[config.mk]
export PLATFORM = sky130hd
export DESIGN_NAME = triangle_vco_integrator_unit_flat
export DESIGN_NICKNAME = d
export VERILOG_FILES = /design/src/tvi_pkg.sv /design/src/tvi_in_if.sv /design/src/tvi_out_if.sv /design/src/triangle_vco_integrator_unit.sv /design/src/tvi_cfg_regs.sv /design/src/tvi_ctrl.sv /design/src/tvi_dp.sv /design/src/flat_wrapper.sv
export SDC_FILE = /design/constraint.sdc
export NUM_CORES = 2
export LEC_CHECK = 0
export ABC_CLOCK_PERIOD_IN_PS = 13500
export BUFFER_PORTS_ARGS = -buffer_cell sky130_fd_sc_hd__buf_4
export CAP_MARGIN = 10
export CORE_UTILIZATION = 40
export CTS_CLUSTER_DIAMETER = 80
export CTS_CLUSTER_SIZE = 10
export DETAILED_ROUTE_END_ITERATION = 7
export PLACE_DENSITY = 0.63
export SLEW_MARGIN = 20
export SYNTH_ARGS = -nofsm -noshare
export SYNTH_HDL_FRONTEND = slang
export SYNTH_SLANG_ARGS = --single-unit
export TNS_END_PERCENT = 100
[constraint.sdc]
create_clock -name clk -period 13.5 [get_ports clk]
set_input_delay 2.025 -clock clk [delete_from_list [all_inputs] [get_ports clk]]
set_output_delay 2.025 -clock clk [all_outputs]
set_load 0.01 [all_outputs]
[src/tvi_pkg.sv]
// Shared types, constants and reset values for the triangle VCO integrator.
package tvi_pkg;

  localparam int VOLT_WIDTH  = 16;
  localparam int CFG_INDEX_W = 3;
  localparam int CFG_DATA_W  = 24;

  // Q3.12 / Q0.16 constants
  localparam logic [15:0] FRAC_TENTH = 16'd410;    // 0.1 V
  localparam logic [15:0] GAIN_095   = 16'd62259;  // 0.95 in Q0.16
  localparam logic [12:0] ONE_Q12    = 13'd4096;

  // Register reset values
  localparam logic [14:0]        SUPPLY_RESET = 15'd20480;
  localparam logic signed [15:0] STOP_RESET   = -16'sd12534;
  localparam logic signed [15:0] STABLE_RESET = -16'sd6701;
  localparam logic signed [15:0] UPPER_RESET  = -16'sd471;
  localparam logic signed [15:0] LOWER_RESET  = -16'sd2068;
  localparam logic [23:0]        GAIN_RESET   = 24'd0;
  localparam logic [15:0]        RECIP_RESET  = 16'd2876;

  typedef enum logic [CFG_INDEX_W-1:0] {
    REG_SUPPLY = 3'd0,
    REG_STOP   = 3'd1,
    REG_STABLE = 3'd2,
    REG_UPPER  = 3'd3,
    REG_LOWER  = 3'd4,
    REG_GAIN   = 3'd5,
    REG_RECIP  = 3'd6
  } reg_index_t;

  typedef struct packed {
    logic [14:0]        supply_voltage;
    logic signed [15:0] stop_threshold;
    logic signed [15:0] stable_threshold;
    logic signed [15:0] upper_limit;
    logic signed [15:0] lower_limit;
    logic [23:0]        step_gain;
    logic [15:0]        span_reciprocal;
  } cfg_t;

  typedef enum logic [2:0] {
    ST_IDLE,
    ST_DRIVE,
    ST_FALL,
    ST_FRAC,
    ST_BASE,
    ST_SCALE,
    ST_RISE,
    ST_COMMIT
  } state_t;

  // Which product the shared multiplier forms this cycle
  typedef enum logic [2:0] {
    OP_NONE,
    OP_DRIVE,
    OP_FALL,
    OP_FRAC,
    OP_BASE,
    OP_SCALE,
    OP_RISE
  } mul_op_t;

  typedef struct packed {
    logic    in_ready;
    logic    load;
    mul_op_t op;
    logic    commit;
  } dp_cmd_t;

  typedef struct packed {
    logic in_valid;
    logic out_free;
  } dp_status_t;

endpackage

[src/tvi_in_if.sv]
// Input channel: one control-voltage word per handshake.
interface tvi_in_if #(
  parameter int VOLT_WIDTH = tvi_pkg::VOLT_WIDTH
);
  logic                         valid;
  logic                         ready;
  logic signed [VOLT_WIDTH-1:0] control_voltage;

  modport source (output valid, output control_voltage, input ready);
  modport sink   (input valid, input control_voltage, output ready);
endinterface

[src/tvi_out_if.sv]
// Output channel: one triangle-voltage word per handshake.
interface tvi_out_if #(
  parameter int VOLT_WIDTH = tvi_pkg::VOLT_WIDTH
);
  logic                         valid;
  logic                         ready;
  logic signed [VOLT_WIDTH-1:0] triangle_voltage;

  modport source (output valid, output triangle_voltage, input ready);
  modport sink   (input valid, input triangle_voltage, output ready);
endinterface

[src/triangle_vco_integrator_unit.sv]
// Triangle VCO integrator: timing-capacitor model of a function generator, top level.
//
// Takes one signed Q3.12 control-voltage word per handshake on 'sample' and
// returns one triangle-voltage word (the capacitor voltage after that sample)
// on 'result'. Words are handled one at a time: the result of an accepted word
// sits in the output register after six passes through the single shared
// multiplier and the commit state, and the input opens again on the cycle
// after the commit, so a new word is only taken once the previous one has
// been committed. The output register lets a new word be accepted while the
// previous result still waits; the commit cycle stalls until that result has
// been taken. Halted samples (control at or below the stop threshold, or no
// headroom to the supply) leave the state untouched and return the held voltage.
// Configuration registers are written through cfg_write/cfg_index/cfg_data and
// must only be changed while the block is idle; unmapped indexes are ignored.
module triangle_vco_integrator_unit #(
  parameter int VOLT_WIDTH = tvi_pkg::VOLT_WIDTH
) (
  input  logic                            clk,
  input  logic                            rst,
  input  logic                            cfg_write,
  input  logic [tvi_pkg::CFG_INDEX_W-1:0] cfg_index,
  input  logic [tvi_pkg::CFG_DATA_W-1:0]  cfg_data,
  tvi_in_if.sink                          sample,
  tvi_out_if.source                       result
);

  tvi_pkg::cfg_t       cfg;
  tvi_pkg::dp_cmd_t    ctrl_cmd;
  tvi_pkg::dp_status_t dp_status;

  // register file
  tvi_cfg_regs u_cfg (
    .clk       (clk),
    .rst       (rst),
    .cfg_write (cfg_write),
    .cfg_index (cfg_index),
    .cfg_data  (cfg_data),
    .cfg       (cfg)
  );

  // sequencer: idle -> six multiplier steps -> commit
  tvi_ctrl u_ctrl (
    .clk    (clk),
    .rst    (rst),
    .status (dp_status),
    .cmd    (ctrl_cmd)
  );

  // arithmetic, capacitor state and output register
  tvi_dp #(
    .VOLT_WIDTH (VOLT_WIDTH)
  ) u_dp (
    .clk    (clk),
    .rst    (rst),
    .cfg    (cfg),
    .cmd    (ctrl_cmd),
    .status (dp_status),
    .sample (sample),
    .result (result)
  );

  // A word just taken keeps the input closed while it is worked on.
  a_busy_after_load: assert property (@(posedge clk) disable iff (rst)
    sample.valid && sample.ready |=> !sample.ready)
    else $error("input accepted again straight after a load");

  // A fresh result only ever follows a commit.
  a_result_from_commit: assert property (@(posedge clk) disable iff (rst)
    $rose(result.valid) |-> $past(ctrl_cmd.commit))
    else $error("result word appeared without a commit");

  // Never overwrite a result that is still waiting.
  a_commit_needs_room: assert property (@(posedge clk) disable iff (rst)
    ctrl_cmd.commit |-> (!result.valid || result.ready))
    else $error("commit over an untaken result word");

endmodule

[src/tvi_cfg_regs.sv]
// Configuration register file, written through a plain write port.
module tvi_cfg_regs (
  input  logic                               clk,
  input  logic                               rst,
  input  logic                               cfg_write,
  input  logic [tvi_pkg::CFG_INDEX_W-1:0]    cfg_index,
  input  logic [tvi_pkg::CFG_DATA_W-1:0]     cfg_data,
  output tvi_pkg::cfg_t                      cfg
);

  always_ff @(posedge clk) begin
    if (rst) begin
      cfg.supply_voltage   <= tvi_pkg::SUPPLY_RESET;
      cfg.stop_threshold   <= tvi_pkg::STOP_RESET;
      cfg.stable_threshold <= tvi_pkg::STABLE_RESET;
      cfg.upper_limit      <= tvi_pkg::UPPER_RESET;
      cfg.lower_limit      <= tvi_pkg::LOWER_RESET;
      cfg.step_gain        <= tvi_pkg::GAIN_RESET;
      cfg.span_reciprocal  <= tvi_pkg::RECIP_RESET;
    end else if (cfg_write) begin
      unique case (tvi_pkg::reg_index_t'(cfg_index))
        tvi_pkg::REG_SUPPLY: cfg.supply_voltage   <= cfg_data[14:0];
        tvi_pkg::REG_STOP:   cfg.stop_threshold   <= cfg_data[15:0];
        tvi_pkg::REG_STABLE: cfg.stable_threshold <= cfg_data[15:0];
        tvi_pkg::REG_UPPER:  cfg.upper_limit      <= cfg_data[15:0];
        tvi_pkg::REG_LOWER:  cfg.lower_limit      <= cfg_data[15:0];
        tvi_pkg::REG_GAIN:   cfg.step_gain        <= cfg_data[23:0];
        tvi_pkg::REG_RECIP:  cfg.span_reciprocal  <= cfg_data[15:0];
        default: ;  // unmapped index: ignored
      endcase
    end
  end

endmodule

[src/tvi_ctrl.sv]
// Sequencer: steps one word through the shared multiplier and commits it.
module tvi_ctrl (
  input  logic                clk,
  input  logic                rst,
  input  tvi_pkg::dp_status_t status,
  output tvi_pkg::dp_cmd_t    cmd
);

  tvi_pkg::state_t state, state_next;

  always_ff @(posedge clk) begin
    if (rst) begin
      state <= tvi_pkg::ST_IDLE;
    end else begin
      state <= state_next;
    end
  end

  always_comb begin
    state_next = state;
    unique case (state)
      tvi_pkg::ST_IDLE:   if (status.in_valid) state_next = tvi_pkg::ST_DRIVE;
      tvi_pkg::ST_DRIVE:  state_next = tvi_pkg::ST_FALL;
      tvi_pkg::ST_FALL:   state_next = tvi_pkg::ST_FRAC;
      tvi_pkg::ST_FRAC:   state_next = tvi_pkg::ST_BASE;
      tvi_pkg::ST_BASE:   state_next = tvi_pkg::ST_SCALE;
      tvi_pkg::ST_SCALE:  state_next = tvi_pkg::ST_RISE;
      tvi_pkg::ST_RISE:   state_next = tvi_pkg::ST_COMMIT;
      tvi_pkg::ST_COMMIT: if (status.out_free) state_next = tvi_pkg::ST_IDLE;
      default:            state_next = tvi_pkg::ST_IDLE;
    endcase
  end

  always_comb begin
    cmd.in_ready = 1'b0;
    cmd.load     = 1'b0;
    cmd.op       = tvi_pkg::OP_NONE;
    cmd.commit   = 1'b0;
    unique case (state)
      tvi_pkg::ST_IDLE: begin
        cmd.in_ready = 1'b1;
        cmd.load     = status.in_valid;
      end
      tvi_pkg::ST_DRIVE:  cmd.op = tvi_pkg::OP_DRIVE;
      tvi_pkg::ST_FALL:   cmd.op = tvi_pkg::OP_FALL;
      tvi_pkg::ST_FRAC:   cmd.op = tvi_pkg::OP_FRAC;
      tvi_pkg::ST_BASE:   cmd.op = tvi_pkg::OP_BASE;
      tvi_pkg::ST_SCALE:  cmd.op = tvi_pkg::OP_SCALE;
      tvi_pkg::ST_RISE:   cmd.op = tvi_pkg::OP_RISE;
      tvi_pkg::ST_COMMIT: cmd.commit = status.out_free;
      default: ;
    endcase
  end

endmodule

[src/tvi_dp.sv]
// Datapath: operand capture, shared multiplier, capacitor update, output register.
module tvi_dp #(
  parameter int VOLT_WIDTH = tvi_pkg::VOLT_WIDTH
) (
  input  logic                clk,
  input  logic                rst,
  input  tvi_pkg::cfg_t       cfg,
  input  tvi_pkg::dp_cmd_t    cmd,
  output tvi_pkg::dp_status_t status,
  tvi_in_if.sink              sample,
  tvi_out_if.source           result
);

  localparam int XW = ((VOLT_WIDTH > 16) ? VOLT_WIDTH : 16) + 3;  // signed load width
  localparam int UW = XW - 1;                                     // unsigned magnitudes
  localparam int PW = UW + 24;                                    // product width
  localparam int AW = XW + 2;                                     // update width

  localparam logic signed [AW-1:0] V_MAX =
    {{(AW-VOLT_WIDTH+1){1'b0}}, {(VOLT_WIDTH-1){1'b1}}};
  localparam logic signed [AW-1:0] V_MIN =
    {{(AW-VOLT_WIDTH+1){1'b1}}, {(VOLT_WIDTH-1){1'b0}}};

  // load stage
  logic signed [XW-1:0] cv_x, supply_x, stop_x, stable_x, tenth_x, vch, diff, base;

  logic signed [VOLT_WIDTH-1:0] cv_q;
  logic [UW-1:0]                vch_q;
  logic [UW-1:0]                diff_q;
  logic [15:0]                  base_q;
  logic                         active_q, reduced_q;

  // multiplier results
  logic [UW-1:0] drive_q, fall_q, rise_q;
  logic [12:0]   factor_q;
  logic [15:0]   b95_q, b2_q;

  logic [UW-1:0] mul_a;
  logic [23:0]   mul_b;
  logic [PW-1:0] prod;

  // state
  logic signed [VOLT_WIDTH-1:0] cap_voltage;
  logic                         discharging;
  logic                         out_valid;
  logic signed [VOLT_WIDTH-1:0] out_data;

  // update stage
  logic signed [AW-1:0]         cap_a, cv_a, upper_a, lower_a, fall_a, rise_a, v;
  logic                         dis_next;
  logic signed [VOLT_WIDTH-1:0] v_sat;

  assign status.in_valid = sample.valid;
  assign status.out_free = !out_valid || result.ready;
  assign sample.ready    = cmd.in_ready;
  assign result.valid    = out_valid;
  assign result.triangle_voltage = out_data;

  always_comb begin
    cv_x     = {{(XW-VOLT_WIDTH){sample.control_voltage[VOLT_WIDTH-1]}},
                sample.control_voltage};
    supply_x = {{(XW-15){1'b0}}, cfg.supply_voltage};
    stop_x   = {{(XW-16){cfg.stop_threshold[15]}}, cfg.stop_threshold};
    stable_x = {{(XW-16){cfg.stable_threshold[15]}}, cfg.stable_threshold};
    tenth_x  = {{(XW-16){1'b0}}, tvi_pkg::FRAC_TENTH};
    vch      = supply_x - cv_x - tenth_x;
    diff     = stable_x - cv_x;
    base     = supply_x - stable_x - tenth_x;
  end

  always_ff @(posedge clk) begin
    if (cmd.load) begin
      cv_q      <= sample.control_voltage;
      vch_q     <= vch[UW-1:0];
      diff_q    <= diff[UW-1:0];        // only used while control < stable
      base_q    <= (base < 0) ? 16'd0 : base[15:0];
      active_q  <= (cv_x > stop_x) && (vch > 0);
      reduced_q <= cv_x < stable_x;
    end
  end

  // shared multiplier operand selection
  always_comb begin
    mul_a = '0;
    mul_b = '0;
    unique case (cmd.op)
      tvi_pkg::OP_DRIVE: begin
        mul_a = vch_q;
        mul_b = {8'd0, tvi_pkg::GAIN_095};
      end
      tvi_pkg::OP_FALL: begin
        mul_a = drive_q;
        mul_b = cfg.step_gain;
      end
      tvi_pkg::OP_FRAC: begin
        mul_a = diff_q;
        mul_b = {8'd0, cfg.span_reciprocal};
      end
      tvi_pkg::OP_BASE: begin
        mul_a = {{(UW-16){1'b0}}, base_q};
        mul_b = {8'd0, tvi_pkg::GAIN_095};
      end
      tvi_pkg::OP_SCALE: begin
        mul_a = {{(UW-16){1'b0}}, b95_q};
        mul_b = {11'd0, factor_q};
      end
      tvi_pkg::OP_RISE: begin
        mul_a = {{(UW-16){1'b0}}, b2_q};
        mul_b = cfg.step_gain;
      end
      tvi_pkg::OP_NONE: ;
      default: ;
    endcase
  end

  assign prod = PW'(mul_a) * PW'(mul_b);

  always_ff @(posedge clk) begin
    unique case (cmd.op)
      tvi_pkg::OP_DRIVE: drive_q <= prod[16 +: UW];
      tvi_pkg::OP_FALL:  fall_q  <= prod[24 +: UW];
      tvi_pkg::OP_FRAC:  factor_q <=
        (prod[PW-1:12] > {{(PW-25){1'b0}}, tvi_pkg::ONE_Q12}) ? 13'd0
                                                             : tvi_pkg::ONE_Q12 - prod[24:12];
      tvi_pkg::OP_BASE:  b95_q   <= prod[16 +: 16];
      tvi_pkg::OP_SCALE: b2_q    <= prod[12 +: 16];
      tvi_pkg::OP_RISE:  rise_q  <= prod[24 +: UW];
      tvi_pkg::OP_NONE: ;
      default: ;
    endcase
  end

  // capacitor update
  always_comb begin
    cap_a   = {{(AW-VOLT_WIDTH){cap_voltage[VOLT_WIDTH-1]}}, cap_voltage};
    cv_a    = {{(AW-VOLT_WIDTH){cv_q[VOLT_WIDTH-1]}}, cv_q};
    upper_a = {{(AW-16){cfg.upper_limit[15]}}, cfg.upper_limit};
    lower_a = {{(AW-16){cfg.lower_limit[15]}}, cfg.lower_limit};
    fall_a  = {{(AW-UW){1'b0}}, fall_q};
    rise_a  = reduced_q ? {{(AW-UW){1'b0}}, rise_q} : fall_a;
    v        = cap_a;
    dis_next = discharging;
    if (active_q) begin
      if (discharging) begin
        v = cap_a - fall_a;
        if (v < lower_a) begin
          v        = lower_a;
          dis_next = 1'b0;
        end
      end else begin
        v = cap_a + rise_a;
        if (v > cv_a) v = cv_a;
        if (v > upper_a) begin
          v        = (upper_a <<< 1) - v;  // reflect the overshoot
          dis_next = 1'b1;
          if (v < lower_a) begin
            v        = lower_a;
            dis_next = 1'b0;
          end
        end
      end
    end
    if (v > V_MAX)      v_sat = V_MAX[VOLT_WIDTH-1:0];
    else if (v < V_MIN) v_sat = V_MIN[VOLT_WIDTH-1:0];
    else                v_sat = v[VOLT_WIDTH-1:0];
  end

  always_ff @(posedge clk) begin
    if (rst) begin
      cap_voltage <= '0;
      discharging <= 1'b0;
      out_valid   <= 1'b0;
    end else begin
      if (cmd.commit) begin
        cap_voltage <= v_sat;
        discharging <= dis_next;
        out_valid   <= 1'b1;
      end else if (result.ready) begin
        out_valid   <= 1'b0;
      end
    end
  end

  always_ff @(posedge clk) begin
    if (cmd.commit) begin
      out_data <= v_sat;
    end
  end

endmodule

[src/flat_wrapper.sv]
// flat-port wrapper written by rule: the top's interface ports become plain ports
module triangle_vco_integrator_unit_flat 
#(
  parameter int VOLT_WIDTH = tvi_pkg::VOLT_WIDTH
)
  (clk, rst, cfg_write, cfg_index, cfg_data, sample_valid, sample_control_voltage, sample_ready, result_valid, result_triangle_voltage, result_ready);
  tvi_in_if #(.VOLT_WIDTH(VOLT_WIDTH)) sample_i ();
  tvi_out_if #(.VOLT_WIDTH(VOLT_WIDTH)) result_i ();
  input  logic clk;
  input  logic rst;
  input  logic cfg_write;
  input  logic [tvi_pkg::CFG_INDEX_W-1:0] cfg_index;
  input  logic [tvi_pkg::CFG_DATA_W-1:0] cfg_data;
  input wire logic [$bits(sample_i.valid)-1:0] sample_valid;
  input wire logic [$bits(sample_i.control_voltage)-1:0] sample_control_voltage;
  output wire logic [$bits(sample_i.ready)-1:0] sample_ready;
  output wire logic [$bits(result_i.valid)-1:0] result_valid;
  output wire logic [$bits(result_i.triangle_voltage)-1:0] result_triangle_voltage;
  input wire logic [$bits(result_i.ready)-1:0] result_ready;
  assign sample_i.valid = sample_valid;
  assign sample_i.control_voltage = sample_control_voltage;
  assign sample_ready = sample_i.ready;
  assign result_valid = result_i.valid;
  assign result_triangle_voltage = result_i.triangle_voltage;
  assign result_i.ready = result_ready;
  triangle_vco_integrator_unit #(.VOLT_WIDTH(VOLT_WIDTH)) u_core (.clk(clk), .rst(rst), .cfg_write(cfg_write), .cfg_index(cfg_index), .cfg_data(cfg_data), .sample(sample_i), .result(result_i));
endmodule
After elaboration in Yosys (flattened, before gate mapping)
Cells that the tools add are included.

Bits in registers: 325. Input port bits: 48. Output and inout bits: 18. Logic and storage cells: 108.

Add/subtract/negate cells: 9. Multiply operators: 1. Order comparisons: 11. Equal/unequal tests: 21. Muxes and demuxes: 25. Reductions and logical operators: 17.

Operator list (count): 21-bit two-way mux (8); 18-bit case mux with 6 select lines (1); 24-bit case mux with 4 select lines (1); 16-bit by 16-bit subtractor with 17-bit output (3); 18-bit by 24-bit multiplier with 42-bit output (1); 17-bit by 10-bit subtractor with 18-bit output (second input constant) (2); 16-bit two-way mux (2); 3-bit equality test (second input constant) (10); 30-bit by 13-bit > comparator with 1-bit output (second input constant) (1); 3-bit case mux with 8 select lines (1); 21-bit by 16-bit > comparator with 1-bit output (1); 21-bit by 16-bit > comparator with 1-bit output (second input constant) (1); 21-bit by 16-bit < comparator with 1-bit output (1); 21-bit by 16-bit < comparator with 1-bit output (second input constant) (1); 17-bit by 21-bit subtractor with 21-bit output (1); 16-bit by 19-bit adder with 20-bit output (1); 20-bit by 16-bit > comparator with 1-bit output (1); 20-bit by 16-bit < comparator with 1-bit output (1); 16-bit by 19-bit subtractor with 20-bit output (1); 3-bit by 2-bit equality test with 1-bit output (second input constant) (6); 18-bit by 1-bit > comparator with 1-bit output (second input constant) (1); 18-bit by 1-bit < comparator with 1-bit output (second input constant) (1); 18-bit two-way mux (1); 3-bit case mux with 6 select lines (1); 15 further kinds (35).

Depth between registers and ports, before layout
Depth after elaboration: 15. Mapped depth: 50. Depth with buffers taken out: 45.

Cells and area by module
Synthesis repeated with hierarchy kept, for this count alone.

Cell total of the unflattened synthesis: 3830. Area, all modules: 34872.2 µm².

Modules (own cells, without submodules): tvi_dp (times used 1, cells an instance 3369, area each 30011.3 µm², sequential area each 5885.6 µm²); tvi_cfg_regs (times used 1, cells an instance 441, area each 4677.0 µm², sequential area each 2382.3 µm²); tvi_ctrl (times used 1, cells an instance 20, area each 183.9 µm², sequential area each 60.1 µm²).

Worst setup path before layout
No wires, ideal clock.

Kind: register to register. Start: register u_core.u_dp.reduced_q. End: register u_core.u_dp.out_data[13], in the netlist u_core.u_dp.result.triangle_voltage[13] (data pin). Library setup time: 0.262 ns. Data arrival time: 9.564 ns. Required time: 13.238 ns. Setup slack: 3.674 ns. Cell stages (with the launch flop): 46. Buffers on the path: 4. Clock period less this slack: 9.826 ns. Cell sequence: edfxtp_1 > clkbuf_1 > clkbuf_1 > nand2_1 > o21ai_0 > ha_1 > and2_1 > a2111o_1 > o21a_1 > a21o_1 > a21oi_1 > o21bai_1 > a21oi_1 > xnor2_1 > ha_1 > nand2_1 > o21ai_0 > a221o_1 > (+10 left out) > o21ai_0 > a21bo_2 > a31o_2 > o31ai_1 > xor2_1 > inv_1 > ha_1 > nand4_1 > nor3_1 > o21ai_0 > o211a_1 > o21a_1 > a31oi_4 > xor2_1 > o211ai_1 > o41ai_2 > a31oi_1 > or2_2.

Word-level cells in the longest chain between the ends: 15. Elaborated cells on any way between the ends: 17. Those cells by class: add/sub (2); order compare (5); mux (10).

Ends and longest elaborated chain: start, declared (RTL line tvi_dp.sv:31) `logic active_q, reduced_q;`; start signal, assigned (RTL line tvi_dp.sv:78) `reduced_q <= cv_x < stable_x;`; 18-bit two-way mux (*) (RTL line tvi_dp.sv:140) `rise_a = reduced_q ? {{(AW-UW){1'b0}}, rise_q} : fall_a;`; 16-bit by 19-bit adder with 20-bit output (*) (RTL line tvi_dp.sv:151) `v = cap_a + rise_a;`; 20-bit by 16-bit > comparator with 1-bit output (RTL line tvi_dp.sv:152) `if (v > cv_a) v = cv_a;`; 21-bit two-way mux (*) (RTL line tvi_dp.sv:152); 21-bit two-way mux (*) (RTL line tvi_dp.sv:144) `if (discharging) begin`; 21-bit two-way mux (*) (RTL line tvi_dp.sv:143) `if (active_q) begin`; 17-bit by 21-bit subtractor with 21-bit output (RTL line tvi_dp.sv:154) `v = (upper_a <<< 1) - v;`; 21-bit by 16-bit < comparator with 1-bit output (RTL line tvi_dp.sv:156) `if (v < lower_a) begin`; 21-bit two-way mux (RTL line tvi_dp.sv:156); 21-bit two-way mux (*) (RTL line tvi_dp.sv:153) `if (v > upper_a) begin`; 21-bit two-way mux (*) (RTL line tvi_dp.sv:144); 21-bit two-way mux (*) (RTL line tvi_dp.sv:143); 21-bit by 16-bit < comparator with 1-bit output (RTL line tvi_dp.sv:164) `else if (v < V_MIN) v_sat = V_MIN[VOLT_WIDTH-1:0];`; 16-bit two-way mux (RTL line tvi_dp.sv:164); 16-bit two-way mux (*) (RTL line tvi_dp.sv:163) `if (v > V_MAX) v_sat = V_MAX[VOLT_WIDTH-1:0];`; net u_core.u_dp.v_sat[13] (RTL line tvi_dp.sv:51) `logic signed [VOLT_WIDTH-1:0] v_sat;`; end signal, assigned (RTL line tvi_dp.sv:186) `out_data <= v_sat;`; end, declared (RTL line tvi_dp.sv:46) `logic signed [VOLT_WIDTH-1:0] out_data;`.

Mark *: on every way through the listed nets, which the timed path passes. The rest lies on a longest branch. The select of a mux whose other input is x is not followed. A chain may end at the register's enable or synchronous reset.

Worst setup path after layout
Start: register u_core.u_dp.reduced_q. End: register u_core.u_dp.cap_voltage[8].

Word-level cells in the longest chain between the ends: 15. Elaborated cells on any way between the ends: 17. Those cells by class: add/sub (2); order compare (5); mux (10).

Ends and longest elaborated chain: 18-bit two-way mux (*) (RTL line tvi_dp.sv:140); 16-bit by 19-bit adder with 20-bit output (*) (RTL line tvi_dp.sv:151); 20-bit by 16-bit > comparator with 1-bit output (RTL line tvi_dp.sv:152); 21-bit two-way mux (*) (RTL line tvi_dp.sv:152); 21-bit two-way mux (*) (RTL line tvi_dp.sv:144); 21-bit two-way mux (*) (RTL line tvi_dp.sv:143); 17-bit by 21-bit subtractor with 21-bit output (RTL line tvi_dp.sv:154); 21-bit by 16-bit < comparator with 1-bit output (RTL line tvi_dp.sv:156); 21-bit two-way mux (RTL line tvi_dp.sv:156); 21-bit two-way mux (*) (RTL line tvi_dp.sv:153); 21-bit two-way mux (*) (RTL line tvi_dp.sv:144); 21-bit two-way mux (*) (RTL line tvi_dp.sv:143); 21-bit by 16-bit < comparator with 1-bit output (RTL line tvi_dp.sv:164); 16-bit two-way mux (RTL line tvi_dp.sv:164); 16-bit two-way mux (*) (RTL line tvi_dp.sv:163); end signal, assigned (RTL line tvi_dp.sv:175) `cap_voltage <= v_sat;`; end, declared (RTL line tvi_dp.sv:43) `logic signed [VOLT_WIDTH-1:0] cap_voltage;`.

Mark *: on every way between the ends. The rest lies on a longest branch, timed or not. The select of a mux whose other input is x is not followed.

==> impl_metrics.ini <==
[run_status]
status = finished, final reports clean

[timing]
worst_slew_pin_slew_ns = 1.110
rsz0062_at_grt = no
slew_violations = 0
finalCriticalPeriod_ns = 11.82
period_share_pct = 87.53
final-hold-violation-count = 0
clock_skew_ns = 0.03261
setup_viol = 0
fmax_ghz = 0.08462
setup_tns_ns = 0
relSlewSlack_pct = 25.78

[clock_tree]
post_cts_buffers = 0
htreeDepth = 2
hold_buffers = 0
clk_pin_slew_ns = 0.06
clkSinkCount = 324
cts_tree = yes
cts_root_buf = clkbuf_16
cts_buffers = 40
cts_resized = 0
clock_path_buffers = 3
clkLatencyLatePin_ns = 0.59

[setup_path]
worst_ep_arrival_time_ns = 12.23
crit_type = reg -> reg
path_buf_inv = 4
path_max_fanout = 19
worstPathRequired_ns = 13.91
critical_path.slowest_cell = edfxtp_1
cp-start-kind = register
critPathCaptureType = register
critPathTopFamily = compound AO/OA/AOI/OAI gates
slowest_delay_ns = 0.70

[layout]
diodes = 0
n_fill_cell = 8494
area_growth_pct = 8.883
layout-drive-gt1-share_pct = 6.422
nets = 4717

[routing]
wl_mm = 113.4
drc = 0
drt_iter0_markers = 2608
drt-pass1-iter-count = 5
drtAntennaViolNets = 0
wl_per_cell_microns = 22.03
num_vias = 28489
via_per_inst = 5.536

[floorplanning]
row_count = 107
io_pins = 66
die-width_microns = 297.0
core_area_sq_um = 85680
fp.dieH_microns = 297.0
design.die.area_sq_um = 88190
start_util_pct = 40.62

[synthesis]
synth_xor_area_share_pct = 2.689
synth_adder_area_share_pct = 32.81
synth_cells = 3954
synth_edf_count = 184
ys_seq_area_share_pct = 23.93
synth_top_family_by_area = adder cells
ys_ff_latch = 324
ys_async_sr_fraction_pct = 0
synth_nets = 4701
ys_types = 102
ys_warn_count = 0
synth-simple-area-share_pct = 15.90
syn-cell-area_sq_um = 34800
synth_mux_area_share_pct = 0.8304
synth_compound_area_share_pct = 15.51
ys.flop_type = edfxtp_1
synth.avg_cell_area_sq_um = 8.802

[global_routing]
overflow = 0
grt_antenna_before_repair = 4
grt_pass1_wl_mm = 170.9
grt.total_usage_pct = 25.46
grt_pass1_vias = 27421
grt_max_degree = 75

[placement]
dp_hpwl_mm = 87.43
place_congestion = 0.9559
portBuffers = 65

[worst_hold_path]
holdCritPathClass = reg -> reg

[power]
p_leak_nw = 16.84
ir_worst_vdd_v = 0.0001120
power_density_nw_per_um2 = 120.2
finalPower_mw = 4.553

[flow_run]
max_cap_violations = 0
==> flip-flops by register name, summed over array words and instances, names as in the netlist, 16 cells and up <==
| register | cells |
|---|---|
| u_core.u_cfg.cfg | 119 |
| u_core.u_dp.b2_q | 16 |
| u_core.u_dp.b95_q | 16 |
| u_core.u_dp.base_q | 16 |
| u_core.u_dp.cap_voltage | 16 |
| u_core.u_dp.cv_q | 16 |
| u_core.u_dp.diff_q | 17 |
| u_core.u_dp.drive_q | 18 |
| u_core.u_dp.fall_q | 18 |
| u_core.u_dp.result.triangle_voltage | 16 |
| u_core.u_dp.rise_q | 18 |
| u_core.u_dp.vch_q | 18 |
==> final cells by class <==
type	count	area, sq um	share of cell area, %
repair buffers	133	998.5	2.635
clock buffers	66	1109	2.925
flip-flops and latches	324	8329	21.98
multi-input cells	2866	23670	62.47
inverters	605	2276	6.006
clock inverters	8	78.83	0.2080
well taps	1144	1431	3.777
==> per-layer routing <==
metal / GRT usage, % / wire [microns]
met4: 6.615 / 3175
met3: 3.257 / 8409
met1: 37.53 / 52030
met5: 0 / 13
met2: 39.20 / 49750
==> Yosys cell counts (40+ instances only) <==
master    number  share of area [%]
clkbuf_1     144                1.6
nor3_1        45               0.65
fa_1         356                 20
dfxtp_1      140                8.1
o21a_1        41               0.88
nand3_1       40               0.58
a21o_1        51                1.1
ha_1         343                 12
a21oi_1      228                3.3
nor2_1       323                3.5
nand2_1      593                6.4
xnor2_1       79                2.0
edfxtp_1     184                 16
o21ai_0      116                1.7
and2_1        42               0.75
a22oi_1       40               0.86
inv_1        600                6.5
==> cells in the final DEF, fill, tap and decap left out, drive strengths merged, types with 51 or more instances in the layout <==
| cell | count |
|---|---|
| xnor2 | 80 |
| edfxtp | 184 |
| a21oi | 230 |
| clkbuf | 66 |
| ha | 343 |
| dfxtp | 140 |
| nor2 | 324 |
| a21o | 51 |
| nand2 | 593 |
| fa | 356 |
| buf | 133 |
| inv | 605 |
| o21ai | 123 |
==> worst min-delay path, cell delays in order (launching register included) <==
cell and delay, ns:
dfxtp_1 0.30, nand2_1 0.05, a21oi_1 0.05
==> path summary, 6_finish.rpt <==
path,start,end,slack [ns],cells past startpoint
max,u_core.u_dp.reduced_q$_DFFE_PP_,u_core.u_dp.cap_voltage[8]$_SDFFE_PP0P_,1.68,43
min,u_core.u_cfg.cfg[1]$_SDFFE_PP0P_,u_core.u_cfg.cfg[1]$_SDFFE_PP0P_,0.45,2
min reg2reg,u_core.u_cfg.cfg[1]$_SDFFE_PP0P_,u_core.u_cfg.cfg[1]$_SDFFE_PP0P_,0.45,2
max reg2reg,u_core.u_dp.reduced_q$_DFFE_PP_,u_core.u_dp.cap_voltage[8]$_SDFFE_PP0P_,1.68,43
==> where the power goes <==
group	leakage, nW	internal [mW]	total, mW	switching (mW)
Combinational	13.4	0.779	2.32	1.54
Clock	0.563	0.565	1.01	0.443
Sequential	2.83	1.20	1.23	0.0292
==> logic make-up (layout without fill, tap and decap cells) <==
group	count (synthesis)	in the layout
and+or+nand+nor	1239	1239
xor gates and xnor gates	106	106
buffers and inverters	764	812
AOI/OAI and AO/OA	794	794
DFF	324	324
muxes	28	28
adders and majority gates	699	699
==> per-stage QoR <==
stage                     cells  instance area (sq um)  utilization (%)  setup slack, ns  hold WS (ns)
final                      5146                  37900            44.23            1.683        0.4503
after global routing       5146                  37900            44.23           0.8165        0.4694
after CTS                  5146                  37900            44.23            1.877        0.4527
after detailed placement   5072                  36710            42.84            1.998        0.4451
after global placement     5072                  36710            42.84            2.144        0.4397
after floorplan            3954                  34800                -            3.674        0.4295
Power figures use the tool's default switching activity.
